File: src/design/d4_reconciliation_hint_gen_defines.svh
// Assertion macros for the D4 reconciliation hint generator
`ifndef D4_RECONCILIATION_HINT_GEN_DEFINES_SVH
`define D4_RECONCILIATION_HINT_GEN_DEFINES_SVH

// same-cycle implication on clk, quiet during reset
`define D4RHG_ASSERT_NOW(label, cond, prop) \
	label: assert property (@(posedge clk) disable iff (!arst_n) (cond) |-> (prop)) \
		else $error("d4 hint gen: same-cycle check failed");

// next-cycle implication on clk, quiet during reset
`define D4RHG_ASSERT_NEXT(label, cond, prop) \
	label: assert property (@(posedge clk) disable iff (!arst_n) (cond) |=> (prop)) \
		else $error("d4 hint gen: next-cycle check failed");

`endif

File: src/design/d4rhg_pkg.sv
// Package: widths, constants, helper functions and types of the D4 hint generator
`timescale 1ns / 1ps
package d4rhg_pkg;

	localparam int MODULUS   = 12289;
	localparam int COEFF_W   = 14;
	localparam int X_W       = 17;
	localparam int T_W       = 4;
	localparam int T_MAX     = 10;
	localparam int PT_W      = 3;
	localparam int DIST_W    = 14;
	localparam int SUM_W     = 16;
	localparam int HINT_W    = 2;
	localparam int LANES     = 4;

	localparam logic [SUM_W-1:0] SEL_LIMIT = SUM_W'(2 * MODULUS);

	// load enables for the two lane stages
	typedef struct packed {
		logic s1;
		logic s2;
	} d4rhg_adv_t;

	// floor(x / MODULUS) for x below 11 * MODULUS, by threshold compares
	function automatic logic [T_W-1:0] quot_of(input logic [X_W-1:0] x);
		logic [T_W-1:0] t;
		t = '0;
		for (int k = 1; k <= T_MAX; k++) begin
			if (x >= X_W'(k * MODULUS))
				t = T_W'(k);
		end
		return t;
	endfunction

	// lattice point times 2*MODULUS, point at most 5
	function automatic logic [X_W-1:0] base_of(input logic [PT_W-1:0] r);
		logic [X_W-1:0] b;
		case (r)
			3'd0:    b = X_W'(0);
			3'd1:    b = X_W'(2 * MODULUS);
			3'd2:    b = X_W'(4 * MODULUS);
			3'd3:    b = X_W'(6 * MODULUS);
			3'd4:    b = X_W'(8 * MODULUS);
			3'd5:    b = X_W'(10 * MODULUS);
			default: b = X_W'(10 * MODULUS);
		endcase
		return b;
	endfunction

endpackage

File: src/design/d4rhg_if.sv
// Handshake interfaces for the coefficient group and the hint result
`timescale 1ns / 1ps
interface d4rhg_in_if;
	import d4rhg_pkg::*;
	logic               valid;
	logic               ready;
	logic [COEFF_W-1:0] coeff_a;
	logic [COEFF_W-1:0] coeff_b;
	logic [COEFF_W-1:0] coeff_c;
	logic [COEFF_W-1:0] coeff_d;
	logic               dither_bit;

	modport source (output valid, coeff_a, coeff_b, coeff_c, coeff_d, dither_bit,
		input ready);
	modport sink (input valid, coeff_a, coeff_b, coeff_c, coeff_d, dither_bit,
		output ready);
endinterface

interface d4rhg_out_if;
	import d4rhg_pkg::*;
	logic              valid;
	logic              ready;
	logic [HINT_W-1:0] hint_a;
	logic [HINT_W-1:0] hint_b;
	logic [HINT_W-1:0] hint_c;
	logic [HINT_W-1:0] hint_d;

	modport source (output valid, hint_a, hint_b, hint_c, hint_d, input ready);
	modport sink (input valid, hint_a, hint_b, hint_c, hint_d, output ready);
endinterface

File: src/design/d4rhg_lane.sv
// One coefficient lane: scale, quotient, candidate points and distance
`timescale 1ns / 1ps
module d4rhg_lane
	import d4rhg_pkg::*;
(
	input  logic               clk,
	input  d4rhg_adv_t         adv,
	input  logic [COEFF_W-1:0] coeff,
	input  logic               dither_bit,
	output logic [DIST_W-1:0]  distance,
	output logic [PT_W-1:0]    p_round,
	output logic [PT_W-1:0]    p_shift
);

	logic [X_W-1:0]    x_s1;
	logic [T_W-1:0]    t_s1;
	logic [X_W-1:0]    x_d;
	logic [PT_W-1:0]   r_d;
	logic [X_W-1:0]    base_d;
	logic [X_W-1:0]    dist_d;
	logic [DIST_W-1:0] dist_s2;
	logic [PT_W-1:0]   p0_s2;
	logic [PT_W-1:0]   p1_s2;

	// 8*v + 4*dither is a plain concatenation
	assign x_d = {coeff, dither_bit, 2'b00};

	always_ff @(posedge clk) begin
		if (adv.s1) begin
			x_s1 <= x_d;
			t_s1 <= quot_of(x_d);
		end
	end

	assign r_d    = PT_W'(t_s1[T_W-1:1]) + PT_W'(t_s1[0]);
	assign base_d = base_of(r_d);
	assign dist_d = (x_s1 >= base_d) ? (x_s1 - base_d) : (base_d - x_s1);

	// distance never exceeds MODULUS, so it fits the narrow register
	always_ff @(posedge clk) begin
		if (adv.s2) begin
			dist_s2 <= dist_d[DIST_W-1:0];
			p0_s2   <= r_d;
			p1_s2   <= PT_W'(t_s1[T_W-1:1]);
		end
	end

	assign distance = dist_s2;
	assign p_round  = p0_s2;
	assign p_shift  = p1_s2;

endmodule

File: src/design/d4_reconciliation_hint_gen.sv
// D4 reconciliation hint generator: lanes, distance sum, point select and hints
// Usage:
//   coeffs (sink): one group of four coefficients and a dither bit per request,
//     taken at a clock edge with valid and ready both high.
//   hints (source): four 2-bit hints per group, in input order, valid/ready.
// Pipeline: four register stages (scale and quotient, distance, distance sum,
//   select and hints into the output register). The first stage loads at the
//   accepting edge and valid on hints rises once the group reaches the output
//   register; one group a cycle is sustained while the receiver keeps ready high.
// Each stage has its own valid bit and loads whenever it is empty or the stage
//   after it moves, so bubbles close up while the receiver stalls and ready on
//   coeffs drops only once all four stages hold a group. A stalled result holds
//   in the output register unchanged.
// Reset (arst_n low, asynchronous) empties all stages; no result is pending
//   afterwards and the block takes a request as soon as reset is released.
`timescale 1ns / 1ps
`include "d4_reconciliation_hint_gen_defines.svh"
module d4_reconciliation_hint_gen
	import d4rhg_pkg::*;
(
	input  logic        clk,
	input  logic        arst_n,
	d4rhg_in_if.sink    coeffs,
	d4rhg_out_if.source hints
);

	logic v_s1, v_s2, v_s3, v_s4;
	logic rdy_s1, rdy_s2, rdy_s3, rdy_s4;
	d4rhg_adv_t adv;

	logic [COEFF_W-1:0] coeff_in [LANES];
	logic [DIST_W-1:0]  dist_l   [LANES];
	logic [PT_W-1:0]    p0_l     [LANES];
	logic [PT_W-1:0]    p1_l     [LANES];

	logic [SUM_W-1:0]  sum_s3;
	logic [PT_W-1:0]   p0_s3 [LANES];
	logic [PT_W-1:0]   p1_s3 [LANES];
	logic              sel_d;
	logic [PT_W-1:0]   pt_d  [LANES];
	logic [HINT_W-1:0] hint_a_s4, hint_b_s4, hint_c_s4, hint_d_s4;

	// a stage loads when empty or when its content moves on
	assign rdy_s4 = !v_s4 || hints.ready;
	assign rdy_s3 = !v_s3 || rdy_s4;
	assign rdy_s2 = !v_s2 || rdy_s3;
	assign rdy_s1 = !v_s1 || rdy_s2;
	assign coeffs.ready = rdy_s1;
	assign adv.s1 = rdy_s1;
	assign adv.s2 = rdy_s2;

	always_ff @(posedge clk or negedge arst_n) begin
		if (!arst_n) begin
			v_s1 <= 1'b0;
			v_s2 <= 1'b0;
			v_s3 <= 1'b0;
			v_s4 <= 1'b0;
		end else begin
			if (rdy_s1) v_s1 <= coeffs.valid;
			if (rdy_s2) v_s2 <= v_s1;
			if (rdy_s3) v_s3 <= v_s2;
			if (rdy_s4) v_s4 <= v_s3;
		end
	end

	assign coeff_in[0] = coeffs.coeff_a;
	assign coeff_in[1] = coeffs.coeff_b;
	assign coeff_in[2] = coeffs.coeff_c;
	assign coeff_in[3] = coeffs.coeff_d;

	for (genvar i = 0; i < LANES; i++) begin : g_lane
		d4rhg_lane u_lane (
			.clk        (clk),
			.adv        (adv),
			.coeff      (coeff_in[i]),
			.dither_bit (coeffs.dither_bit),
			.distance   (dist_l[i]),
			.p_round    (p0_l[i]),
			.p_shift    (p1_l[i])
		);
	end

	// sum of four distances, at most 4*MODULUS
	always_ff @(posedge clk) begin
		if (rdy_s3) begin
			sum_s3 <= (SUM_W'(dist_l[0]) + SUM_W'(dist_l[1]))
				+ (SUM_W'(dist_l[2]) + SUM_W'(dist_l[3]));
			for (int i = 0; i < LANES; i++) begin
				p0_s3[i] <= p0_l[i];
				p1_s3[i] <= p1_l[i];
			end
		end
	end

	assign sel_d = (sum_s3 >= SEL_LIMIT);

	always_comb begin
		for (int i = 0; i < LANES; i++)
			pt_d[i] = sel_d ? p1_s3[i] : p0_s3[i];
	end

	// only the low two bits of each point matter mod 4
	always_ff @(posedge clk) begin
		if (rdy_s4) begin
			hint_a_s4 <= pt_d[0][HINT_W-1:0] - pt_d[3][HINT_W-1:0];
			hint_b_s4 <= pt_d[1][HINT_W-1:0] - pt_d[3][HINT_W-1:0];
			hint_c_s4 <= pt_d[2][HINT_W-1:0] - pt_d[3][HINT_W-1:0];
			hint_d_s4 <= {pt_d[3][0], sel_d};
		end
	end

	assign hints.valid  = v_s4;
	assign hints.hint_a = hint_a_s4;
	assign hints.hint_b = hint_b_s4;
	assign hints.hint_c = hint_c_s4;
	assign hints.hint_d = hint_d_s4;

	`D4RHG_ASSERT_NOW(a_dist_bound, v_s2, (dist_l[0] <= DIST_W'(MODULUS)) && (dist_l[1] <= DIST_W'(MODULUS)) && (dist_l[2] <= DIST_W'(MODULUS)) && (dist_l[3] <= DIST_W'(MODULUS)))
	`D4RHG_ASSERT_NEXT(a_sum_hold, v_s3 && !rdy_s4, v_s3 && $stable(sum_s3))
	`D4RHG_ASSERT_NEXT(a_sel_flag, v_s3 && rdy_s4, v_s4 && (hints.hint_d[0] == $past(sel_d)))

endmodule

File: src/flat_wrapper.sv
// flat-port wrapper written by rule: the top's interface ports become plain ports
module d4_reconciliation_hint_gen_flat import d4rhg_pkg::*;
  (clk, arst_n, coeffs_valid, coeffs_coeff_a, coeffs_coeff_b, coeffs_coeff_c, coeffs_coeff_d, coeffs_dither_bit, coeffs_ready, hints_valid, hints_hint_a, hints_hint_b, hints_hint_c, hints_hint_d, hints_ready);
  d4rhg_in_if coeffs_i ();
  d4rhg_out_if hints_i ();
  input  logic clk;
  input  logic arst_n;
  input wire logic [$bits(coeffs_i.valid)-1:0] coeffs_valid;
  input wire logic [$bits(coeffs_i.coeff_a)-1:0] coeffs_coeff_a;
  input wire logic [$bits(coeffs_i.coeff_b)-1:0] coeffs_coeff_b;
  input wire logic [$bits(coeffs_i.coeff_c)-1:0] coeffs_coeff_c;
  input wire logic [$bits(coeffs_i.coeff_d)-1:0] coeffs_coeff_d;
  input wire logic [$bits(coeffs_i.dither_bit)-1:0] coeffs_dither_bit;
  output wire logic [$bits(coeffs_i.ready)-1:0] coeffs_ready;
  output wire logic [$bits(hints_i.valid)-1:0] hints_valid;
  output wire logic [$bits(hints_i.hint_a)-1:0] hints_hint_a;
  output wire logic [$bits(hints_i.hint_b)-1:0] hints_hint_b;
  output wire logic [$bits(hints_i.hint_c)-1:0] hints_hint_c;
  output wire logic [$bits(hints_i.hint_d)-1:0] hints_hint_d;
  input wire logic [$bits(hints_i.ready)-1:0] hints_ready;
  assign coeffs_i.valid = coeffs_valid;
  assign coeffs_i.coeff_a = coeffs_coeff_a;
  assign coeffs_i.coeff_b = coeffs_coeff_b;
  assign coeffs_i.coeff_c = coeffs_coeff_c;
  assign coeffs_i.coeff_d = coeffs_coeff_d;
  assign coeffs_i.dither_bit = coeffs_dither_bit;
  assign coeffs_ready = coeffs_i.ready;
  assign hints_valid = hints_i.valid;
  assign hints_hint_a = hints_i.hint_a;
  assign hints_hint_b = hints_i.hint_b;
  assign hints_hint_c = hints_i.hint_c;
  assign hints_hint_d = hints_i.hint_d;
  assign hints_i.ready = hints_ready;
  d4_reconciliation_hint_gen u_core (.clk(clk), .arst_n(arst_n), .coeffs(coeffs_i), .hints(hints_i));
endmodule
File: config.mk
export PLATFORM = sky130hd
export DESIGN_NAME = d4_reconciliation_hint_gen_flat
export DESIGN_NICKNAME = d
export VERILOG_FILES = /design/src/design/d4rhg_pkg.sv /design/src/design/d4rhg_if.sv /design/src/design/d4rhg_lane.sv /design/src/design/d4_reconciliation_hint_gen.sv /design/src/flat_wrapper.sv
export VERILOG_INCLUDE_DIRS = /design/src /design/src/design
export SDC_FILE = /design/constraint.sdc
export NUM_CORES = 1
export LEC_CHECK = 0
export BUFFER_PORTS_ARGS = -buffer_cell sky130_fd_sc_hd__buf_2
export CORE_MARGIN = 2
export CORE_UTILIZATION = 62
export CTS_CLUSTER_DIAMETER = 30
export DETAILED_ROUTE_END_ITERATION = 12
export PLACE_DENSITY = 0.81
export SYNTH_ARGS = -nofsm -noshare
export SYNTH_HDL_FRONTEND = slang
export SYNTH_SLANG_ARGS = --single-unit
File: constraint.sdc
create_clock -name clk -period 4.4 [get_ports clk]
set_clock_uncertainty 0.1 [all_clocks]
set_input_delay 0.66 -clock clk [delete_from_list [all_inputs] [get_ports clk]]
set_output_delay 0.66 -clock clk [all_outputs]
set_load 0.02 [all_outputs]
==> impl_metrics.tcl, run 1 <==
set metrics [dict create \
    io_buffers 70 \
    rsz0062_at_grt "false" \
    critical_path_buf_inv_count 1 \
    finalWirelength_mm 22.8 \
    maxSlewHeadroom_pct 34.6 \
    hold_depth 1 \
    vias 8084 \
    clock_sinks 184 \
    crit_path_frequent_cell "ha_1" \
    cpPeakStageDelay_ns 0.64 \
    hold_path_class "primary input to register" \
    path_clk_slew_ns 0.06 \
    start_util_pct 63.0 \
    yosysTopAreaCell "edfxtp_1" \
    vias_per_cell 6.16 \
    path_cells "ha_1 > ha_1 > xor2_1 > inv_1 > nand2_1 > ha_1 > ha_1 > and3b_1 > or4b_2 > o2111a_1 > nor2_4 > a2bb2oi_1 > xor2_1" \
    drt-met1-wl_mm 9.77 \
    synth_area_leaders "edfxtp_1 (48%), ha_1 (9.7%), xnor2_1 (4.1%)" \
    cts_resized 0 \
    maxCapViolCount 0 \
    timing.rr.start "u_core.g_lane[3].u_lane.t_s1[1]$_SDFFCE_PP1P_" \
    slowest_stage "or4b_2" \
    grt_start_max_net_pins 75 \
    hold_viol 0 \
    cts_tree "built" \
    async_reset_ff_share_pct 2.17 \
    cp-start-kind "register" \
    critPathCaptureType "register" \
    status "finished clean" \
    cts_buffers 17 \
    required_ns 4.47 \
    cp_top_family "simple AND/OR/NAND/NOR gates" \
    area_growth_pct 10.5 \
    io_pins 71 \
    setup_viol 0 \
    seq_area_frac_synth_pct 49.0 \
    clock_path_buffers 2 \
    crit_arrival_ns 4.20 \
    gp_congestion 0.932 \
    finalMaxSlewViolations 0 \
    max_slew.worst_pin.slew_ns 0.981 \
    rr_endpoint "u_core.g_lane[3].u_lane.distance[8]$_DFFE_PP_" \
    drive_above_1_share_pct 11.8 \
    grt_pass1_vias 7792 \
    most-common-layout-cells "edfxtp_1 (180), ha_1 (87), buf_2 (70)" \
    grt_use_total_pct 23.8 \
    core_area_um2 17800 \
    cp_max_fo 13 \
    yosysTopAreaCellShare_pct 48.1 \
    die_x_um 139 \
    grt_pass1_wl_mm 36.7 \
    hold_buffers 1 \
    yosys_register_bits 184 \
    post-dp-hpwl_mm 16.7 \
    holdPathEnd "u_core.g_lane[3].u_lane.x_s1[8]$_DFFE_PP_" \
    diodes 0 \
    drc 0 \
    min_period_ns 4.13 \
    final_nets 1229 \
    final.setup.worst_slack_ns 0.275 \
    synth_cell_type_count 72 \
    clock_latency_ns 0.43 \
    dr.first_iter.drc_count 655 \
    fin_crit_sh_pct 93.8 \
    met2_length_mm 11.3 \
    postSynthCellCount 1002 \
    met3WireLength_mm 1.12 \
    syn_nets 1161 \
    hp-start "coeffs_coeff_d[5]" \
    die_height_um 139 \
    syn_avg_cell_area_um2 11.2 \
    wl_per_cell_um 17.4 \
    ys_warn_count 0 \
    synth-edff-count 180 \
    drtPass1Iterations 5 \
    post_cts_buffers 0 \
    htreeDepth 4 \
    max_freq_mhz 242 \
    final.setup.tns_ns 0 \
    dieArea_um2 19200 \
    grt_overflow 0 \
    ant_nets 0 \
    fp-row-count 49 \
    criticalPathCategory "register to register" \
    ys_dominant_reg_cell "edfxtp_1" \
    pre_cts_slack_ns 0.342 \
    layout_commonest_cell "edfxtp_1" \
    regToRegSetupSlack_ns 0.27 \
    root_buffer "clkbuf_16" \
    antenna_found_initial 0 \
    rr_worst_depth 13 \
    top_layer "met4" \
    syn_area_um2 11200 \
]
-- synthesized netlist by cell type, types with 12 or more instances --
library cell    n
xor2_1         29
xnor2_1        53
nor2b_1        18
nor3_1         24
nand2b_1       15
or4_1          12
o21ai_0        44
a21oi_1        66
edfxtp_1      180
ha_1           87
or2_2          14
inv_1          51
mux2i_1        31
nand2_1        66
or3_1          17
clkbuf_1       18
nor2_1         65
nor4_1         18
nand3_1        18
-- worst register-to-register path: cells and delay by family, from the launching register on --
family          cells  cell delay [ns]
xor+xnor            2             0.44
fa+ha+maj           4             0.86
compound gates      2             0.59
buf+inv             1             0.16
simple gates        4             1.32
flops               1             0.40
-- layout make-up --
type,count,area (µm²)
Sequential cell,184,5510
Multi-Input combinational cell,741,5430
Fill cell,1239,5430
Clock buffer,26,519
Timing Repair Buffer,75,390
Tap cell,229,287
Inverter,51,191
Clock inverter,6,87.6
-- kinds of logic (layout without fill, tap and decap cells) --
group | Yosys count | in the layout | synth area share, %
buffers and inverters | 77 | 158 | 2.75
XOR/XNOR | 82 | 82 | 6.39
multiplexers | 32 | 32 | 2.86
adder cells (fa/ha/maj) | 99 | 99 | 11.7
AO/OA/AOI/OAI | 229 | 229 | 13.3
flip-flops | 184 | 184 | 49.0
AND/OR/NAND/NOR | 299 | 299 | 13.9
-- through the flow --
| stage | util, % | instance area (µm²) | instances | hold slack [ns] |
|---|---|---|---|---|
| 6_report | 69.6 | 12400 | 1312 | 0.308 |
| 3_3_place_gp | 66.1 | 11800 | 1279 | 0.302 |
| 2_1_floorplan | - | 11200 | 1002 | 0.264 |
| 5_1_grt | 69.6 | 12400 | 1312 | 0.300 |
| 3_5_place_dp | 66.1 | 11800 | 1279 | 0.305 |
| 4_1_cts | 69.6 | 12400 | 1312 | 0.300 |
-- worst max-delay path by stage --
stage               slack, ns  cells after the start                                       endpoint                                     startpoint
finish                   0.27                     13  u_core.g_lane[3].u_lane.distance[8]$_DFFE_PP_  u_core.g_lane[3].u_lane.t_s1[1]$_SDFFCE_PP1P_
global route             0.11                     13  u_core.g_lane[3].u_lane.distance[8]$_DFFE_PP_  u_core.g_lane[3].u_lane.t_s1[1]$_SDFFCE_PP1P_
CTS                      0.32                     13  u_core.g_lane[3].u_lane.distance[8]$_DFFE_PP_  u_core.g_lane[3].u_lane.t_s1[1]$_SDFFCE_PP1P_
detailed placement       0.34                     13  u_core.g_lane[3].u_lane.distance[8]$_DFFE_PP_  u_core.g_lane[3].u_lane.t_s1[1]$_SDFFCE_PP1P_
global placement         0.51                     13  u_core.g_lane[3].u_lane.distance[5]$_DFFE_PP_  u_core.g_lane[3].u_lane.t_s1[1]$_SDFFCE_PP1P_
floorplan                0.03                      2  u_core.g_lane[0].u_lane.t_s1[0]$_SDFFCE_PP0P_                                    hints_ready
-- registers in the layout, indices dropped and copies added (netlist names), 2 cells and up --
name / cells
u_core.hints.hint_a: 2
u_core.p1_s3: 8
u_core.hints.hint_c: 2
u_core.p0_s3: 8
u_core.g_lane.u_lane.distance: 52
u_core.sum_s3: 15
u_core.hints.hint_d: 2
u_core.g_lane.u_lane.x_s1: 57
u_core.g_lane.u_lane.p_shift: 8
u_core.g_lane.u_lane.p_round: 8
u_core.g_lane.u_lane.t_s1: 16
u_core.hints.hint_b: 2
-- metal layers --
layer	up-vias	GRT usage (%)
met2	214	41.4
met5	-	0
li1	3933	-
met3	41	3.38
met4	0	9.18
met1	3896	30.5
Power of run 1 is left out: the tool's default activity adds up to more than one toggle a clock period on the data nets, which glitch-free logic cannot reach.
==> run 2, diff against run 1 <==
==> constraint.sdc (replaced) <==
create_clock -name clk -period 4.35 [get_ports clk]
set_clock_uncertainty 0.1 [all_clocks]
set_input_delay 0.6525 -clock clk [delete_from_list [all_inputs] [get_ports clk]]
set_output_delay 0.6525 -clock clk [all_outputs]
set_load 0.02 [all_outputs]
==> run 2 against run 1 <==
Against the previous run:
- hold slack worse by 0.0023 ns
- critical path depth stayed put
- global-route usage is 0.59 points higher
- critical endpoint is now u_core.g_lane[3].u_lane.distance[6]$_DFFE_PP_
- setup slack better by 0.045 ns
==> impl_metrics.tcl, run 2 (same netlist as run 1, synthesis figures left out) <==
set metrics [dict create \
    cts_resized 0 \
    maxCapViolCount 0 \
    crit_arrival_ns 4.11 \
    cts_buffers 17 \
    hold_depth 1 \
    post-route-util_pct 69.3 \
    stdcell_count 1312 \
    min_period_ns 4.03 \
    path_cells "ha_1 > ha_1 > xor2_1 > inv_1 > nand2_1 > ha_1 > ha_1 > and3b_1 > or4b_2 > o2111a_1 > nor2_4 > a2bb2oi_1 > xor2_1" \
    final_nets 1229 \
    wl_per_cell_um 17.7 \
    vias 8055 \
    clock_sinks 184 \
    grt_start_max_net_pins 75 \
    place_inst 1279 \
    crit_path_frequent_cell "ha_1" \
    io_pins 71 \
    hp-start "coeffs_coeff_d[5]" \
    finalMaxSlewViolations 0 \
    rr_worst_depth 13 \
    antenna_found_initial 0 \
    most-common-layout-cells "edfxtp_1 (180), ha_1 (87), buf_2 (70)" \
    hold_viol 0 \
    fp-row-count 49 \
    max_freq_mhz 248 \
    hold_path_class "primary input to register" \
    fin_crit_sh_pct 92.6 \
    ant_nets 0 \
    required_ns 4.43 \
    post-dp-hpwl_mm 16.9 \
    clock_latency_ns 0.43 \
    regToRegSetupSlack_ns 0.32 \
    maxSlewHeadroom_pct 32.1 \
    die_x_um 139 \
    grt_use_total_pct 24.4 \
    cpPeakStageDelay_ns 0.64 \
    max_slew.worst_pin.slew_ns 1.02 \
    drive_above_1_share_pct 11.7 \
    grt_pass1_vias 7760 \
    holdPathEnd "u_core.g_lane[3].u_lane.x_s1[8]$_DFFE_PP_" \
    status "finished clean" \
    grt_overflow 0 \
    final.setup.tns_ns 0 \
    io_buffers 70 \
    rsz0062_at_grt "false" \
    cp_max_fo 13 \
    core_area_um2 17800 \
    clock_path_buffers 2 \
    largest_reg_flops 57 \
    top_register "u_core.g_lane.u_lane.x_s1" \
    gp_congestion 0.909 \
    timing.rr.start "u_core.g_lane[3].u_lane.t_s1[1]$_SDFFCE_PP1P_" \
    diodes 0 \
    slowest_stage "or4b_2" \
    die_height_um 139 \
    layout_commonest_cell "edfxtp_1" \
    dr.first_iter.drc_count 586 \
    cp-start-kind "register" \
    cts_tree "built" \
    start_util_pct 63.0 \
    fillCellCount 1252 \
    root_buffer "clkbuf_16" \
    area_growth_pct 10.1 \
    htreeDepth 4 \
    dieArea_um2 19200 \
    drc 0 \
    drtPass1Iterations 5 \
    post_cts_buffers 0 \
    criticalPathCategory "register to register" \
    rr_endpoint "u_core.g_lane[3].u_lane.distance[6]$_DFFE_PP_" \
    critPathCaptureType "register" \
    cp_top_family "simple AND/OR/NAND/NOR gates" \
    grt_pass1_wl_mm 37.6 \
    critical_path_buf_inv_count 1 \
    path_clk_slew_ns 0.06 \
    vias_per_cell 6.14 \
    setup_viol 0 \
    finalWirelength_mm 23.2 \
]
## run 2: metrics by stage
stage,worst slack (ns),hold slack (ns),instance area (µm²)
floorplan,0.0742,0.257,11200
global placement,0.471,0.302,11800
detailed placement,0.352,0.305,11800
CTS,0.341,0.292,12400
global route,0.0339,0.288,12400
finish,0.320,0.306,12400
## run 2: cell type report
type	count	area (µm²)	share of cell area (%)
Sequential cell	184	5510	44.5
Multi-Input combinational cell	741	5430	44.0
Clock buffer	25	485	3.93
Timing Repair Buffer	75	390	3.16
Tap cell	229	287	2.32
Inverter	51	191	1.55
Clock inverter	7	70.1	0.567
## run 2: worst max path at each step
stage,from,to,slack [ns],cells past startpoint
after global routing,u_core.g_lane[3].u_lane.t_s1[1]$_SDFFCE_PP1P_,u_core.g_lane[3].u_lane.distance[5]$_DFFE_PP_,0.03,13
after detailed placement,u_core.g_lane[3].u_lane.t_s1[1]$_SDFFCE_PP1P_,u_core.g_lane[3].u_lane.distance[8]$_DFFE_PP_,0.35,13
after floorplan,hints_ready,u_core.g_lane[0].u_lane.t_s1[0]$_SDFFCE_PP0P_,0.07,2
after global placement,u_core.g_lane[3].u_lane.t_s1[1]$_SDFFCE_PP1P_,u_core.g_lane[3].u_lane.distance[5]$_DFFE_PP_,0.47,13
final,u_core.g_lane[3].u_lane.t_s1[1]$_SDFFCE_PP1P_,u_core.g_lane[3].u_lane.distance[6]$_DFFE_PP_,0.32,13
after CTS,u_core.g_lane[3].u_lane.t_s1[1]$_SDFFCE_PP1P_,u_core.g_lane[3].u_lane.distance[5]$_DFFE_PP_,0.34,13
## run 2: repair_timing
| action | 4_1_cts | 5_1_grt |
|---|---|---|
| endpoints found under the setup margin | 0 | 0 |
| endpoints found under the hold margin | 4 | 0 |
| hold buffers | 1 | 0 |
## run 2: layer usage
layer / vias to the layer above / global-route usage, % / wire length (µm)
met4: 0 / 7.84 / 494
met2: 219 / 41.9 / 11700
met3: 35 / 3.66 / 1130
li1: 3921 / - / -
met5: - / 0 / 0
met1: 3880 / 32.3 / 9840
Power of run 2 is left out for the same reason.
==> run 3, diff against run 2 <==
--- a/config.mk
+++ b/config.mk
@@ -15,3 +15,4 @@
 export SYNTH_ARGS = -nofsm -noshare
 export SYNTH_HDL_FRONTEND = slang
 export SYNTH_SLANG_ARGS = --single-unit
+export TNS_END_PERCENT = 30
==> constraint.sdc (replaced) <==
create_clock -name clk -period 4.35 [get_ports clk]
set_clock_uncertainty 0.1 [all_clocks]
set_input_delay 1.0875 -clock clk [delete_from_list [all_inputs] [get_ports clk]]
set_output_delay 1.0875 -clock clk [all_outputs]
set_load 0.02 [all_outputs]
==> run 3 against run 2 <==
Against the previous run:
- first-iteration DRC count up 52%
- register-to-register slack worse by 0.08 ns
- sequential share of layout area about the same
- final cell count about the same
- critical path depth unchanged
- via count up 1.4%
==> impl_metrics.tcl, run 3 (same netlist as run 1, synthesis figures left out) <==
set metrics [dict create \
    hold_path_class "register to register" \
    dpl_cell_area_um2 11800 \
    clock_path_buffers 2 \
    grt_pass1_wl_mm 37.9 \
    cp-start-kind "register" \
    post-dp-hpwl_mm 16.8 \
    hold_viol 0 \
    layout_commonest_cell "edfxtp_1" \
    maxCapViolCount 0 \
    maxSlewHeadroom_pct 34.1 \
    drtPass1Iterations 6 \
    grt_use_total_pct 24.7 \
    fillCellCount 1264 \
    setup_viol 0 \
    die_height_um 139 \
    max_slew.worst_pin.slew_ns 0.988 \
    timing.rr.start "u_core.g_lane[3].u_lane.t_s1[0]$_SDFFCE_PP0P_" \
    startpoint "u_core.g_lane[3].u_lane.t_s1[0]$_SDFFCE_PP0P_" \
    vias_per_cell 6.23 \
    gp_congestion 0.902 \
    cts_resized 0 \
    grt_start_max_net_pins 75 \
    fp-row-count 49 \
    io_buffers 70 \
    most-common-layout-cells "edfxtp_1 (180), ha_1 (87), buf_2 (70)" \
    vias 8165 \
    status "finished clean" \
    crit_arrival_ns 4.19 \
    regArea_um2 5510 \
    grt_overflow 0 \
    final_nets 1228 \
    fin_crit_sh_pct 94.5 \
    area_growth_pct 10.2 \
    top_register "u_core.g_lane.u_lane.x_s1" \
    diodes 0 \
    drc 0 \
    rr_endpoint "u_core.g_lane[3].u_lane.distance[5]$_DFFE_PP_" \
    dr.first_iter.drc_count 893 \
    rsz0062_at_grt "false" \
    finalWirelength_mm 23.2 \
    rr_worst_depth 13 \
    start_util_pct 63.0 \
    whs_ns 0.319 \
    path_clk_slew_ns 0.06 \
    regToRegSetupSlack_ns 0.24 \
    stdcell_area_um2 12400 \
    worstSetupEndpoint "u_core.g_lane[3].u_lane.distance[5]$_DFFE_PP_" \
    dieArea_um2 19200 \
    finalMaxSlewViolations 0 \
    drive_above_1_share_pct 11.6 \
    min_period_ns 4.11 \
    cts_tree "built" \
    critPathCaptureType "register" \
    post_cts_buffers 0 \
    cp_max_fo 13 \
    root_buffer "clkbuf_16" \
    hold_buffers 0 \
    post-route-util_pct 69.4 \
    criticalPathCategory "register to register" \
    antenna_found_initial 0 \
    core_area_um2 17800 \
    largest_reg_flops 57 \
    htreeDepth 4 \
    clock_latency_ns 0.43 \
    wl_per_cell_um 17.7 \
    max_freq_mhz 243 \
    multi_input_area_um2 5440 \
    io_pins 71 \
    grt_pass1_vias 7784 \
    cts_buffers 17 \
    die_x_um 139 \
    ant_nets 0 \
    clock_sinks 184 \
    required_ns 4.43 \
]
==> run 3: area by class of cell <==
type	count	area share (%)
Sequential cell	184	44.5
Clock buffer	22	3.59
Tap cell	229	2.32
Multi-Input combinational cell	741	44.0
Timing Repair Buffer	74	3.07
Clock inverter	10	1.03
Inverter	51	1.55
==> run 3: critical path: stages, from the launching register on <==
cell and delay [ns]:
edfxtp_1 0.39, ha_1 0.22, ha_1 0.19, xor2_1 0.32, inv_1 0.15, nand2_1 0.18, ha_1 0.30, ha_1 0.20
and3b_1 0.17, or4b_2 0.64, o2111a_1 0.32, nor2_4 0.32, mux2i_1 0.27, xnor2_1 0.09
==> run 3: through the flow <==
stage          setup slack (ns)  setup TNS, ns  std cells
2_1_floorplan            -0.316         -23.32       1002
3_3_place_gp              0.470              0       1279
3_5_place_dp              0.289              0       1279
4_1_cts                   0.230              0       1311
5_1_grt                  0.0409              0       1311
6_report                  0.239              0       1311
==> run 3: per-layer routing <==
| metal | global-route usage [%] | share of wire [%] | vias up |
|---|---|---|---|
| li1 | - | - | 3923 |
| met2 | 42.5 | 50 | 294 |
| met3 | 3.52 | 5.9 | 51 |
| met5 | 0 | 0 | - |
| met1 | 31.9 | 41 | 3897 |
| met4 | 9.99 | 2.7 | 0 |
==> run 3: worst min path at each step <==
stage,startpoint,to,slack (ns),cells past startpoint
detailed placement,u_core.g_lane[2].u_lane.p_shift[0]$_DFFE_PP_,u_core.p1_s3[2][0]$_DFFE_PP_,0.31,0
finish,u_core.g_lane[2].u_lane.p_shift[0]$_DFFE_PP_,u_core.p1_s3[2][0]$_DFFE_PP_,0.32,0
global route,u_core.g_lane[3].u_lane.p_round[0]$_DFFE_PP_,u_core.p0_s3[3][0]$_DFFE_PP_,0.33,0
global placement,u_core.g_lane[1].u_lane.p_round[0]$_DFFE_PP_,u_core.p0_s3[1][0]$_DFFE_PP_,0.30,0
floorplan,u_core.g_lane[0].u_lane.p_round[0]$_DFFE_PP_,u_core.p0_s3[0][0]$_DFFE_PP_,0.30,0
CTS,u_core.g_lane[2].u_lane.p_shift[0]$_DFFE_PP_,u_core.p1_s3[2][0]$_DFFE_PP_,0.32,0
Power of run 3 is left out for the same reason.
